`src/hdl/ptb_pkg.sv`:
```
package ptb_pkg;

    // Most results one tick transaction reports; further fires update state silently.
    localparam int unsigned MAX_RESULTS = 16;
    localparam int unsigned RES_BITS    = 5;

    typedef enum logic [1:0] {
        CMD_TICK    = 2'd0,
        CMD_ADD_PER = 2'd1,
        CMD_ADD_ONE = 2'd2,
        CMD_RSVD    = 2'd3
    } t_cmd;

    typedef enum logic [1:0] {
        KIND_FIRED = 2'd0,
        KIND_ADDED = 2'd1,
        KIND_FULL  = 2'd2,
        KIND_NONE  = 2'd3
    } t_kind;

    typedef enum logic [1:0] {
        ST_IDLE,
        ST_ADD_SCAN,
        ST_RD,
        ST_EV
    } t_state;

endpackage

```
`src/hdl/ptb_ram.sv`:
```
module ptb_ram #(
    parameter int WIDTH = 32,
    parameter int DEPTH = 16
) (
    input  logic                                   i_clk,
    input  logic                                   i_we,
    input  logic [((DEPTH > 1) ? $clog2(DEPTH) : 1)-1:0] i_addr,
    input  logic [WIDTH-1:0]                       i_wdata,
    output logic [WIDTH-1:0]                       o_rdata
);

    logic [WIDTH-1:0] r_mem [DEPTH];
    logic [WIDTH-1:0] r_rdata;

    always_ff @(posedge i_clk) begin
        if (i_we) begin
            r_mem[i_addr] <= i_wdata;
        end
        r_rdata <= r_mem[i_addr];
    end

    assign o_rdata = r_rdata;

endmodule

```
`src/hdl/ptb_alu.sv`:
```
module ptb_alu #(
    parameter int TICK_BITS = 32
) (
    input  logic [TICK_BITS-1:0] i_tick,
    input  logic [TICK_BITS-1:0] i_last_fired,
    input  logic [31:0]          i_period,
    input  logic [31:0]          i_fires,
    output logic                 o_due,
    output logic [31:0]          o_fires_inc
);

    localparam int CW = (TICK_BITS > 32) ? TICK_BITS : 32;

    logic [TICK_BITS-1:0] w_elapsed;
    logic [CW-1:0]        w_elapsed_ext;
    logic [CW-1:0]        w_period_ext;

    // Modular difference handles counter wrap between the last fire and now.
    assign w_elapsed     = i_tick - i_last_fired;
    assign w_elapsed_ext = CW'(w_elapsed);
    assign w_period_ext  = CW'(i_period);
    assign o_due         = (w_elapsed_ext >= w_period_ext);
    assign o_fires_inc   = i_fires + 32'd1;

endmodule

```
`src/hdl/periodic_oneshot_timer_bank_unit.sv`:
```
// Add transaction: scans for the first free slot and reports its one result, added or full.
// Busy stays high until that result is on the strobe.
// Tick transaction: a periodic pass and then a one-shot pass, each with one slot lookup per
// slot plus one RAM read and evaluate step per armed slot of that pass.
// Reserved command: one result on the next cycle; busy never rises.
// The receiver cannot stall: every result is valid for exactly one cycle on o_strobe.
// Synchronous active-low reset clears the tick counter, all slot valid bits and the sequencer.
module periodic_oneshot_timer_bank_unit
    import ptb_pkg::*;
#(
    parameter int NUM_TIMERS = 16,
    parameter int TICK_BITS  = 32
) (
    input  logic        i_clk,
    input  logic        i_rst_n,
    input  logic        start,
    output logic        busy,
    input  logic [1:0]  i_cmd,
    input  logic [31:0] i_period_ticks,
    output logic        o_strobe,
    output logic [1:0]  o_kind,
    output logic [3:0]  o_slot,
    output logic        o_one_shot,
    output logic [31:0] o_fire_count,
    output logic [31:0] o_tick_now,
    output logic        o_last
);

    // Slot index width, scan counter width (it must hold NUM_TIMERS to flag the end of a
    // pass), and padded widths used to take the low bits for the result ports.
    localparam int IW = (NUM_TIMERS > 1) ? $clog2(NUM_TIMERS) : 1;
    localparam int CW = $clog2(NUM_TIMERS + 1);
    localparam int SW = (IW > 4) ? IW : 4;
    localparam int TW = (TICK_BITS > 32) ? TICK_BITS : 32;

    // Sequencer and control state.
    t_state                r_state, n_state;
    logic [CW-1:0]         r_cnt, n_cnt;
    logic                  r_group, n_group;      // 0 = periodic pass, 1 = one-shot pass
    logic [RES_BITS-1:0]   r_nres, n_nres;        // results reported so far in this tick
    logic                  r_pend_v, n_pend_v;    // a fire result is held back
    logic [TICK_BITS-1:0]  r_tick, n_tick;
    logic [NUM_TIMERS-1:0] r_valid, n_valid;
    logic                  r_out_v, n_out_v;

    // Payload registers, no reset needed.
    logic [NUM_TIMERS-1:0] r_os, n_os;
    logic                  r_req_os, n_req_os;
    logic [31:0]           r_period, n_period;
    logic [3:0]            r_pend_slot, n_pend_slot;
    logic                  r_pend_os, n_pend_os;
    logic [31:0]           r_pend_cnt, n_pend_cnt;
    t_kind                 r_o_kind, n_o_kind;
    logic [3:0]            r_o_slot, n_o_slot;
    logic                  r_o_os, n_o_os;
    logic [31:0]           r_o_cnt, n_o_cnt;
    logic                  r_o_last, n_o_last;

    // Datapath wiring.
    logic [IW-1:0]         w_idx;
    logic [SW-1:0]         w_slot_ext;
    logic [3:0]            w_slot;
    logic [TW-1:0]         w_tick_ext;
    logic                  w_scan_end;
    logic                  w_we_add;
    logic                  w_we_fire;
    logic [31:0]           w_rd_period;
    logic [TICK_BITS-1:0]  w_rd_last;
    logic [31:0]           w_rd_fires;
    logic [31:0]           w_fires_inc;
    logic [31:0]           w_fires_wdata;
    logic                  w_due;

    assign w_idx      = r_cnt[IW-1:0];
    assign w_slot_ext = SW'(w_idx);
    assign w_slot     = w_slot_ext[3:0];
    assign w_tick_ext = TW'(r_tick);
    assign w_scan_end = (r_cnt == CW'(NUM_TIMERS));

    // Per-slot period, last-fired tick and fire count live in RAMs addressed by the scan
    // counter. The read issued during the lookup cycle is ready in the evaluate cycle.
    assign w_fires_wdata = w_we_fire ? w_fires_inc : 32'd0;

    ptb_ram #(.WIDTH(32), .DEPTH(NUM_TIMERS)) u_period_ram (
        .i_clk   (i_clk),
        .i_we    (w_we_add),
        .i_addr  (w_idx),
        .i_wdata (r_period),
        .o_rdata (w_rd_period)
    );

    ptb_ram #(.WIDTH(TICK_BITS), .DEPTH(NUM_TIMERS)) u_last_ram (
        .i_clk   (i_clk),
        .i_we    (w_we_add | w_we_fire),
        .i_addr  (w_idx),
        .i_wdata (r_tick),
        .o_rdata (w_rd_last)
    );

    ptb_ram #(.WIDTH(32), .DEPTH(NUM_TIMERS)) u_fires_ram (
        .i_clk   (i_clk),
        .i_we    (w_we_add | w_we_fire),
        .i_addr  (w_idx),
        .i_wdata (w_fires_wdata),
        .o_rdata (w_rd_fires)
    );

    // The one shared unit: wrap-safe elapsed compare and fire count increment.
    ptb_alu #(.TICK_BITS(TICK_BITS)) u_alu (
        .i_tick       (r_tick),
        .i_last_fired (w_rd_last),
        .i_period     (w_rd_period),
        .i_fires      (w_rd_fires),
        .o_due        (w_due),
        .o_fires_inc  (w_fires_inc)
    );

    always_ff @(posedge i_clk) begin
        if (!i_rst_n) begin
            r_state  <= ST_IDLE;
            r_cnt    <= '0;
            r_group  <= 1'b0;
            r_nres   <= '0;
            r_pend_v <= 1'b0;
            r_tick   <= '0;
            r_valid  <= '0;
            r_out_v  <= 1'b0;
        end else begin
            r_state  <= n_state;
            r_cnt    <= n_cnt;
            r_group  <= n_group;
            r_nres   <= n_nres;
            r_pend_v <= n_pend_v;
            r_tick   <= n_tick;
            r_valid  <= n_valid;
            r_out_v  <= n_out_v;
        end
    end

    always_ff @(posedge i_clk) begin
        r_os        <= n_os;
        r_req_os    <= n_req_os;
        r_period    <= n_period;
        r_pend_slot <= n_pend_slot;
        r_pend_os   <= n_pend_os;
        r_pend_cnt  <= n_pend_cnt;
        r_o_kind    <= n_o_kind;
        r_o_slot    <= n_o_slot;
        r_o_os      <= n_o_os;
        r_o_cnt     <= n_o_cnt;
        r_o_last    <= n_o_last;
    end

    // Sequencer. A fire result is held in the pending register until the next fire or the
    // end of the scan, so that the final result of a tick can carry the last flag.
    always_comb begin
        n_state     = r_state;
        n_cnt       = r_cnt;
        n_group     = r_group;
        n_nres      = r_nres;
        n_pend_v    = r_pend_v;
        n_tick      = r_tick;
        n_valid     = r_valid;
        n_out_v     = 1'b0;
        n_os        = r_os;
        n_req_os    = r_req_os;
        n_period    = r_period;
        n_pend_slot = r_pend_slot;
        n_pend_os   = r_pend_os;
        n_pend_cnt  = r_pend_cnt;
        n_o_kind    = r_o_kind;
        n_o_slot    = r_o_slot;
        n_o_os      = r_o_os;
        n_o_cnt     = r_o_cnt;
        n_o_last    = r_o_last;
        w_we_add    = 1'b0;
        w_we_fire   = 1'b0;

        case (r_state)
            ST_IDLE: begin
                if (start) begin
                    n_cnt = '0;
                    case (t_cmd'(i_cmd))
                        CMD_TICK: begin
                            n_tick   = r_tick + TICK_BITS'(1);
                            n_group  = 1'b0;
                            n_nres   = '0;
                            n_pend_v = 1'b0;
                            n_state  = ST_RD;
                        end
                        CMD_ADD_PER, CMD_ADD_ONE: begin
                            n_req_os = (t_cmd'(i_cmd) == CMD_ADD_ONE);
                            n_period = i_period_ticks;
                            n_state  = ST_ADD_SCAN;
                        end
                        default: begin
                            // The reserved command reports nothing fired and changes nothing.
                            n_out_v  = 1'b1;
                            n_o_kind = KIND_NONE;
                            n_o_slot = 4'd0;
                            n_o_os   = 1'b0;
                            n_o_cnt  = 32'd0;
                            n_o_last = 1'b1;
                        end
                    endcase
                end
            end

            ST_ADD_SCAN: begin
                if (w_scan_end) begin
                    n_out_v  = 1'b1;
                    n_o_kind = KIND_FULL;
                    n_o_slot = 4'd0;
                    n_o_os   = r_req_os;
                    n_o_cnt  = 32'd0;
                    n_o_last = 1'b1;
                    n_state  = ST_IDLE;
                end else if (!r_valid[w_idx]) begin
                    w_we_add       = 1'b1;
                    n_valid[w_idx] = 1'b1;
                    n_os[w_idx]    = r_req_os;
                    n_out_v        = 1'b1;
                    n_o_kind       = KIND_ADDED;
                    n_o_slot       = w_slot;
                    n_o_os         = r_req_os;
                    n_o_cnt        = 32'd0;
                    n_o_last       = 1'b1;
                    n_state        = ST_IDLE;
                end else begin
                    n_cnt = r_cnt + CW'(1);
                end
            end

            ST_RD: begin
                if (w_scan_end) begin
                    if (!r_group) begin
                        n_group = 1'b1;
                        n_cnt   = '0;
                    end else begin
                        n_out_v  = 1'b1;
                        n_o_last = 1'b1;
                        if (r_pend_v) begin
                            n_o_kind = KIND_FIRED;
                            n_o_slot = r_pend_slot;
                            n_o_os   = r_pend_os;
                            n_o_cnt  = r_pend_cnt;
                        end else begin
                            n_o_kind = KIND_NONE;
                            n_o_slot = 4'd0;
                            n_o_os   = 1'b0;
                            n_o_cnt  = 32'd0;
                        end
                        n_pend_v = 1'b0;
                        n_state  = ST_IDLE;
                    end
                end else if (r_valid[w_idx] && (r_os[w_idx] == r_group)) begin
                    n_state = ST_EV;
                end else begin
                    n_cnt = r_cnt + CW'(1);
                end
            end

            ST_EV: begin
                if (w_due) begin
                    w_we_fire = 1'b1;
                    if (r_group) begin
                        n_valid[w_idx] = 1'b0;
                    end
                    if (r_nres < RES_BITS'(MAX_RESULTS)) begin
                        if (r_pend_v) begin
                            n_out_v  = 1'b1;
                            n_o_kind = KIND_FIRED;
                            n_o_slot = r_pend_slot;
                            n_o_os   = r_pend_os;
                            n_o_cnt  = r_pend_cnt;
                            n_o_last = 1'b0;
                        end
                        n_pend_v    = 1'b1;
                        n_pend_slot = w_slot;
                        n_pend_os   = r_group;
                        n_pend_cnt  = w_fires_inc;
                        n_nres      = r_nres + RES_BITS'(1);
                    end
                end
                n_cnt   = r_cnt + CW'(1);
                n_state = ST_RD;
            end

            default: begin
                n_state = ST_IDLE;
            end
        endcase
    end

    assign busy         = (r_state != ST_IDLE);
    assign o_strobe     = r_out_v;
    assign o_kind       = r_o_kind;
    assign o_slot       = r_o_slot;
    assign o_one_shot   = r_o_os;
    assign o_fire_count = r_o_cnt;
    assign o_tick_now   = w_tick_ext[31:0];
    assign o_last       = r_o_last;

endmodule
```
`config.mk`:
```
export PLATFORM = sky130hd
export DESIGN_NAME = periodic_oneshot_timer_bank_unit
export DESIGN_NICKNAME = d
export VERILOG_FILES = /design/src/hdl/ptb_pkg.sv /design/src/hdl/ptb_ram.sv /design/src/hdl/ptb_alu.sv /design/src/hdl/periodic_oneshot_timer_bank_unit.sv
export SDC_FILE = /design/constraint.sdc
export NUM_CORES = 2
export LEC_CHECK = 0
export ABC_AREA = 1
export BUFFER_PORTS_ARGS = -buffer_cell sky130_fd_sc_hd__clkbuf_2
export CORE_MARGIN = 1.5
export CORE_UTILIZATION = 43
export CTS_CLUSTER_DIAMETER = 30
export DETAILED_ROUTE_END_ITERATION = 10
export GPL_ROUTABILITY_DRIVEN = 0
export GPL_TIMING_DRIVEN = 0
export PLACE_DENSITY_LB_ADDON = 0.08
export SKIP_LAST_GASP = 1
export SLEW_MARGIN = 20
export SYNTH_ARGS = -nofsm -noshare
export SYNTH_HDL_FRONTEND = slang
export SYNTH_SLANG_ARGS = --single-unit
```
`constraint.sdc`:
```
create_clock -name i_clk -period 19 [get_ports i_clk]
set_input_delay 1.9 -clock i_clk [delete_from_list [all_inputs] [get_ports i_clk]]
set_output_delay 1.9 -clock i_clk [all_outputs]
set_load 0.02 [all_outputs]
```
## Word-level counts from Yosys, hierarchy flattened

Memories as Yosys holds them, arrays and structs flattened. A register that Yosys moved wholly into a read port is not among the register bits.
Index checks and enable logic that the tools add are counted.
Widths: inputs -> output; s select.

| word-level totals | value |
|---|---|
| register bits | 189 |
| bits in writable memories | 1536 |
| output and inout port bits | 74 |
| input bits | 37 |
| memories kept | 3 |
| logic and storage cells | 198 |

| operators by class | value |
|---|---|
| bitwise gates (word level) | 6 |
| eq/ne operators | 25 |
| add/sub/neg operators | 5 |
| reduce and logical (&&, ||, !) cells | 22 |
| order comparisons | 4 |
| mux-type cells | 114 |

Memories:

| name | words | bits a word | rd ports | clocked after Yosys merged registers in | wr ports | line | RTL |
|---|---|---|---|---|---|---|---|
| u_fires_ram.r_mem | 16 | 32 | 1 | 1 | 1 | ptb_ram.sv:12 | `logic [WIDTH-1:0] r_mem [DEPTH];` |
| u_last_ram.r_mem | 16 | 32 | 1 | 1 | 1 | ptb_ram.sv:12 |  |
| u_period_ram.r_mem | 16 | 32 | 1 | 1 | 1 | ptb_ram.sv:12 |  |

Operators by type and width:

| cell | number |
|---|---|
| $mux 32 | 11 |
| $pmux 32 s4 | 1 |
| $add 32x1->32 const B | 2 |
| $mux 16 | 4 |
| $mux 5 | 10 |
| $mux 1 | 46 |
| $mux 4 | 10 |
| $ge 32x32->1 | 1 |
| $mux 2 | 16 |
| $pmux 16 s2 | 1 |
| $sub 32x32->32 | 1 |
| $ne 2x2->1 const B | 10 |
| $pmux 5 s4 | 1 |
| $reduce_and 5->1 | 4 |
| $and 16x16->16 | 1 |
| $bwmux 16 | 1 |
| $not 16->16 | 1 |
| $or 16x16->16 | 1 |
| $pmux 2 s4 | 2 |
| $pmux 4 s4 | 1 |
| $ne 3x3->1 const B | 5 |
| $pmux 1 s4 | 3 |
| $reduce_and 3->1 | 4 |
| $add 5x1->5 const B | 2 |
| other kinds (26) | 37 |

## Longest topological paths before layout

| logic depth | value |
|---|---|
| depth after elaboration | 9 |
| gate-level depth with buffers | 27 |
| depth with buffers taken out | 26 |

## Cells and area by module

Synthesis repeated with hierarchy kept, for this count alone.

| unflattened totals | value |
|---|---|
| cell total of the unflattened synthesis | 8055 |
| area, all modules | 79064.6 µm² |

By module, submodules not included:

| module | seq. area each (µm²) | cells an instance | area an instance (µm²) | instances |
|---|---|---|---|---|
| ptb_ram | 16015.4 | 2113 | 22213.8 | 3 |
| periodic_oneshot_timer_bank_unit | 5044.8 | 911 | 8315.5 | 1 |
| ptb_alu | 0.0 | 805 | 4107.7 | 1 |

## Worst setup path after synthesis

No wires, ideal clock.

| path | value |
|---|---|
| kind | reg-to-reg |
| start point | register r_tick[2] (netlist: o_tick_now[2]) |
| end point | memory u_fires_ram.r_mem[14][0], enable pin |
| data arrival time | 8.046 ns |
| buffers on the path | 1 |
| setup slack | 10.371 ns |
| cell stages (with the launch flop) | 19 |
| clock period less this slack | 8.629 ns |
| required time | 18.417 ns |
| setup time | 0.583 ns |
| cell sequence | dfxtp_1 > ha_1 > a21oi_1 > nand2_1 > a21boi_0 > inv_1 > a21oi_1 > o21ai_0 > xor2_1 > ha_1 > nand2_1 > nor2_1 > nand4_1 > nor3b_1 > nand2_1 > nand2_2 > nand2_1 > buf_2 > a21boi_0 |

| between the ends | value |
|---|---|
| word-level cells in the longest chain between the ends | 7 |

Ends and longest elaborated chain:

| element | line | RTL |
|---|---|---|
| start, declared | periodic_oneshot_timer_bank_unit.sv:42 | `logic [TICK_BITS-1:0] r_tick, n_tick;` |
| start signal, assigned | periodic_oneshot_timer_bank_unit.sv:134 | `r_tick <= n_tick;` |
| $sub 32x32->32 | ptb_alu.sv:19 | `assign w_elapsed = i_tick - i_last_fired;` |
| $ge 32x32->1 | ptb_alu.sv:22 | `assign o_due = (w_elapsed_ext >= w_period_ext);` |
| $mux 1 | periodic_oneshot_timer_bank_unit.sv:264 | `if (w_due) begin` |
| $mux 1 | periodic_oneshot_timer_bank_unit.sv:179 | `case (r_state)` |
| $or 1x1->1 | periodic_oneshot_timer_bank_unit.sv:102 | `.i_we (w_we_add \| w_we_fire),` |
| $mux 1 | ptb_ram.sv:16 | `if (i_we) begin` |
| $mux 1 (not written as such) | ptb_ram.sv:17 | `r_mem[i_addr] <= i_wdata;` |
| end, declared | ptb_ram.sv:12 |  |

Every way passes these cells.

## Worst setup path after layout

| path | value |
|---|---|
| start point | register r_tick[2] (netlist: o_tick_now[2]) |
| end point | memory u_last_ram.r_mem[13][3], enable pin |

| between the ends | value |
|---|---|
| word-level cells in the longest chain between the ends | 7 |

Ends and longest elaborated chain:

| element | line | RTL |
|---|---|---|
| $sub 32x32->32 | ptb_alu.sv:19 |  |
| $ge 32x32->1 | ptb_alu.sv:22 |  |
| $mux 1 | periodic_oneshot_timer_bank_unit.sv:264 |  |
| $mux 1 | periodic_oneshot_timer_bank_unit.sv:179 |  |
| $or 1x1->1 | periodic_oneshot_timer_bank_unit.sv:94 | `.i_we (w_we_add \| w_we_fire),` |
| $mux 1 | ptb_ram.sv:16 |  |
| $mux 1 (not written as such) | ptb_ram.sv:17 |  |
| end, declared | ptb_ram.sv:12 |  |

Every way passes these cells.

==> results.sh <==
export IMPL_status="finished clean"
export IMPL_rsz0062_at_grt="no"
export IMPL_htreeDepth=5
export IMPL_critical_path_max_stage_delay_ns=0.95
export IMPL_cts_resized=0
export IMPL_port_buffers=110
export IMPL_core_mm2=0.1674
export IMPL_path_depth=22
export IMPL_dr_total_vias=50289
export IMPL_crit_buf_inv=6
export IMPL_cts_sinks=1821
export IMPL_first_pass_iters=5
export IMPL_p_seq_share_pct=34.4
export IMPL_postSynthCellCount=5919
export IMPL_register_area_mm2=0.05309
export IMPL_grt_pass1_wl_um=337500
export IMPL_pwr_share_comb_pct=15.0
export IMPL_skew_ns=0.06422
export IMPL_drt_initial_drc_count=4923
export IMPL_cts_root_buf="clkbuf_16"
export IMPL_netSwitchingFraction_pct=27.67
export IMPL_cts_tree="built"
export IMPL_antenna_found_initial=15
export IMPL_fillCellCount=14133
export IMPL_hold_viol=0
export IMPL_ys_seq_area_share_pct=73.10
export IMPL_multi_input_area_mm2=0.01736
export IMPL_crit_required_ns=19.61
export IMPL_p_int_mw=9.856
export IMPL_synthDistinctLibCells=51
export IMPL_final_nets=6655
export IMPL_final_cells=9087
export IMPL_crit_chain="ha_1 -> a21oi_1 -> nand2_1 -> a21boi_0 -> inv_1 -> a21oi_1 -> o21ai_0 -> xor2_1 -> ha_1 -> nand2_1 -> nor2_1 -> nand4_1 -> nor3b_1 -> nand2_1 -> nand2_2 -> nand2_1 -> clkbuf_2 -> a21oi_4 -> buf_8 -> buf_16 -> buf_16 -> buf_16"
export IMPL_grt_pass1_vias=48726
export IMPL_crit_slowest_cell="dfxtp_1"
export IMPL_design_area_mm2=0.09241
export IMPL_routed_via_density=5.534
export IMPL_ios=111
export IMPL_powerDensity_mw_per_mm2=147.5
export IMPL_clockBufferDepth=4
export IMPL_fin_setup_tns_ns=0
export IMPL_crit_path_end_kind="register"
export IMPL_dieArea_mm2=0.1714
export IMPL_wl_um=236200
export IMPL_final_period_utilization_pct=34.73
export IMPL_ys_warn_count=0
export IMPL_clkSlewWorstSetupHoldPaths_ns=0.04
export IMPL_drv_slew=0
export IMPL_grt_usage_pct=27.27
export IMPL_finalPower_mw=13.63
export IMPL_netlist_top_cells_area="edfxtp_1, o21ai_0, nor2_1"
export IMPL_worstPathMaxFanout=22
export IMPL_rows=150
export IMPL_p_sw_mw=3.771
export IMPL_worstHoldPathCells=0
export IMPL_worstPathArrival_ns=7.21
export IMPL_worstRegToRegCells=22
export IMPL_wire_per_inst_um=25.99
export IMPL_post_cts_buffers=0
export IMPL_place_inst=8335
export IMPL_hpwl_um=159300
export IMPL_path_delay_family="compound AO/OA/AOI/OAI gates"
export IMPL_grt_max_degree=29
export IMPL_final_common_cell="edfxtp_1"
export IMPL_ant_nets=0
export IMPL_synthesis_area_mm2=0.07262
export IMPL_numCtsBuffers=411
export IMPL_synth_top_area_cell="edfxtp_1"
export IMPL_setup_violations=0
export IMPL_tightestPinTransition_ns=1.299
export IMPL_cp_common_cell="nand2_1"
export IMPL_hold_path_class="reg -> reg"
export IMPL_timing_fmax_ghz=0.1515
export IMPL_synth_top_area_share_pct=68.72
export IMPL_die_y_um=414.0
export IMPL_die_w_um=414.0
export IMPL_ys_ff_latch=1821
export IMPL_initial_core_util_pct=43.38
export IMPL_postCtsHoldBufs=0
export IMPL_drcViolationCount=0
export IMPL_criticalPathCategory="reg -> reg"
export IMPL_leakagePower_nw=33.56
export IMPL_cap_violations=0
export IMPL_critPathLaunchType="register"
export IMPL_post_route_cells_drive_above_1_share_pct=14.59
export IMPL_ir_drop_mv=0.09781
export IMPL_hold_slack_ns=0.4317
export IMPL_syn2layout_area_growth_pct=27.24
export IMPL_slew_headroom_pct=12.59
export IMPL_clk_latency_ns=0.95
export IMPL_syn_avg_cell_area_um2=12.27
export IMPL_p_clk_share_pct=50.6
export IMPL_syn_num_nets=6030
export IMPL_grt_overflow_total=0
export IMPL_final_cell_mix="edfxtp_1, nor2_1, o21ai_0"
export IMPL_fin_crit_ns=6.599
export IMPL_placed_area_mm2=0.07874
[area by class of cell]
type                            instances  share of cell area (%)
Sequential cell                      1821                   57.45
Multi-Input combinational cell       3448                   18.79
Clock buffer                          493                   11.84
Timing Repair Buffer                  212                   3.233
Tap cell                             2204                   2.984
Clock inverter                        251                   2.891
Buffer                                329                   1.480
Inverter                              321                   1.307
Antenna cell                            8                 0.02166
[stage by stage]
stage,setup slack (ns),util [%]
floorplan,10.37,-
global placement,2.831,45.36
detailed placement,12.01,47.03
CTS,12.00,55.17
global route,12.13,55.19
finish,12.40,55.20
[sequential cells by signal (all words and copies together), names as in the netlist, 2 cells and up, named ones only]
signal                count
o_fire_count             32
u_last_ram.r_mem        512
u_fires_ram.r_mem       512
r_pend_slot               4
r_pend_cnt               32
r_nres                    5
u_fires_ram.o_rdata      32
r_period                 32
r_cnt                     5
r_state                   2
u_last_ram.o_rdata       32
o_tick_now               32
o_slot                    4
r_os                     16
o_kind                    2
u_period_ram.r_mem      512
u_period_ram.o_rdata     32
[worst paths after layout]
| check | slack (ns) | end | startpoint |
|---|---|---|---|
| worst max-delay path | 12.40 | u_last_ram.r_mem[13][3] | o_tick_now[2] |
| worst min-delay path | 0.43 | r_pend_slot[2] | r_cnt[2] |
| worst max register to register | 12.40 | u_last_ram.r_mem[13][3] | o_tick_now[2] |
| worst min register to register | 0.43 | r_pend_slot[2] | r_cnt[2] |
[per-layer routing]
layer	share of wire, %	global-route usage [%]
met1	43	37.14
met2	48	44.05
met3	6.4	4.456
met4	3.3	10.18
met5	0.011	0
[power groups by stage]
stage	sequential, mW	combinational (mW)	clock, mW
CTS	4.69	2.04	6.96
finish	4.69	2.04	6.90
global route	4.70	2.21	7.16
floorplan	4.72	1.14	0
global placement	4.77	1.96	0
detailed placement	4.75	2.02	0
[cell families (layout without fill, tap and decap cells)]
| logic type | after synthesis | in the layout | synth area share (%) |
|---|---|---|---|
| adders and majority gates | 74 | 74 | 1.285 |
| xor gates and xnor gates | 67 | 67 | 0.8080 |
| other | 0 | 8 | 0 |
| buffers and inverters | 650 | 1606 | 3.523 |
| AOI/OAI and AO/OA | 1333 | 1333 | 10.01 |
| and+or+nand+nor | 1974 | 1974 | 11.27 |
| DFF | 1821 | 1821 | 73.10 |
[cell usage after synthesis, drive strengths merged]
| library cell | instances |
|---|---|
| a21boi | 4 |
| a31oi | 9 |
| nor2 | 1003 |
| o21a | 2 |
| or2 | 2 |
| o21ai | 814 |
| nand3b | 2 |
| buf | 69 |
| o31ai | 3 |
| nor4 | 16 |
| a211oi | 1 |
| xnor2 | 15 |
| fa | 1 |
| o21bai | 6 |
| o22ai | 387 |
| o211ai | 6 |
| dfxtp | 159 |
| nand2 | 685 |
| or3 | 1 |
| nor3 | 39 |
| a21o | 5 |
| a21oi | 94 |
| clkinv | 2 |
| nor3b | 4 |
| a22oi | 1 |
| nand3 | 76 |
| clkbuf | 260 |
| inv | 319 |
| nand4 | 146 |
| o221a | 1 |
| xor2 | 52 |
| edfxtp | 1662 |
| ha | 73 |
No activity file was read; power rests on OpenSTA's default activity.
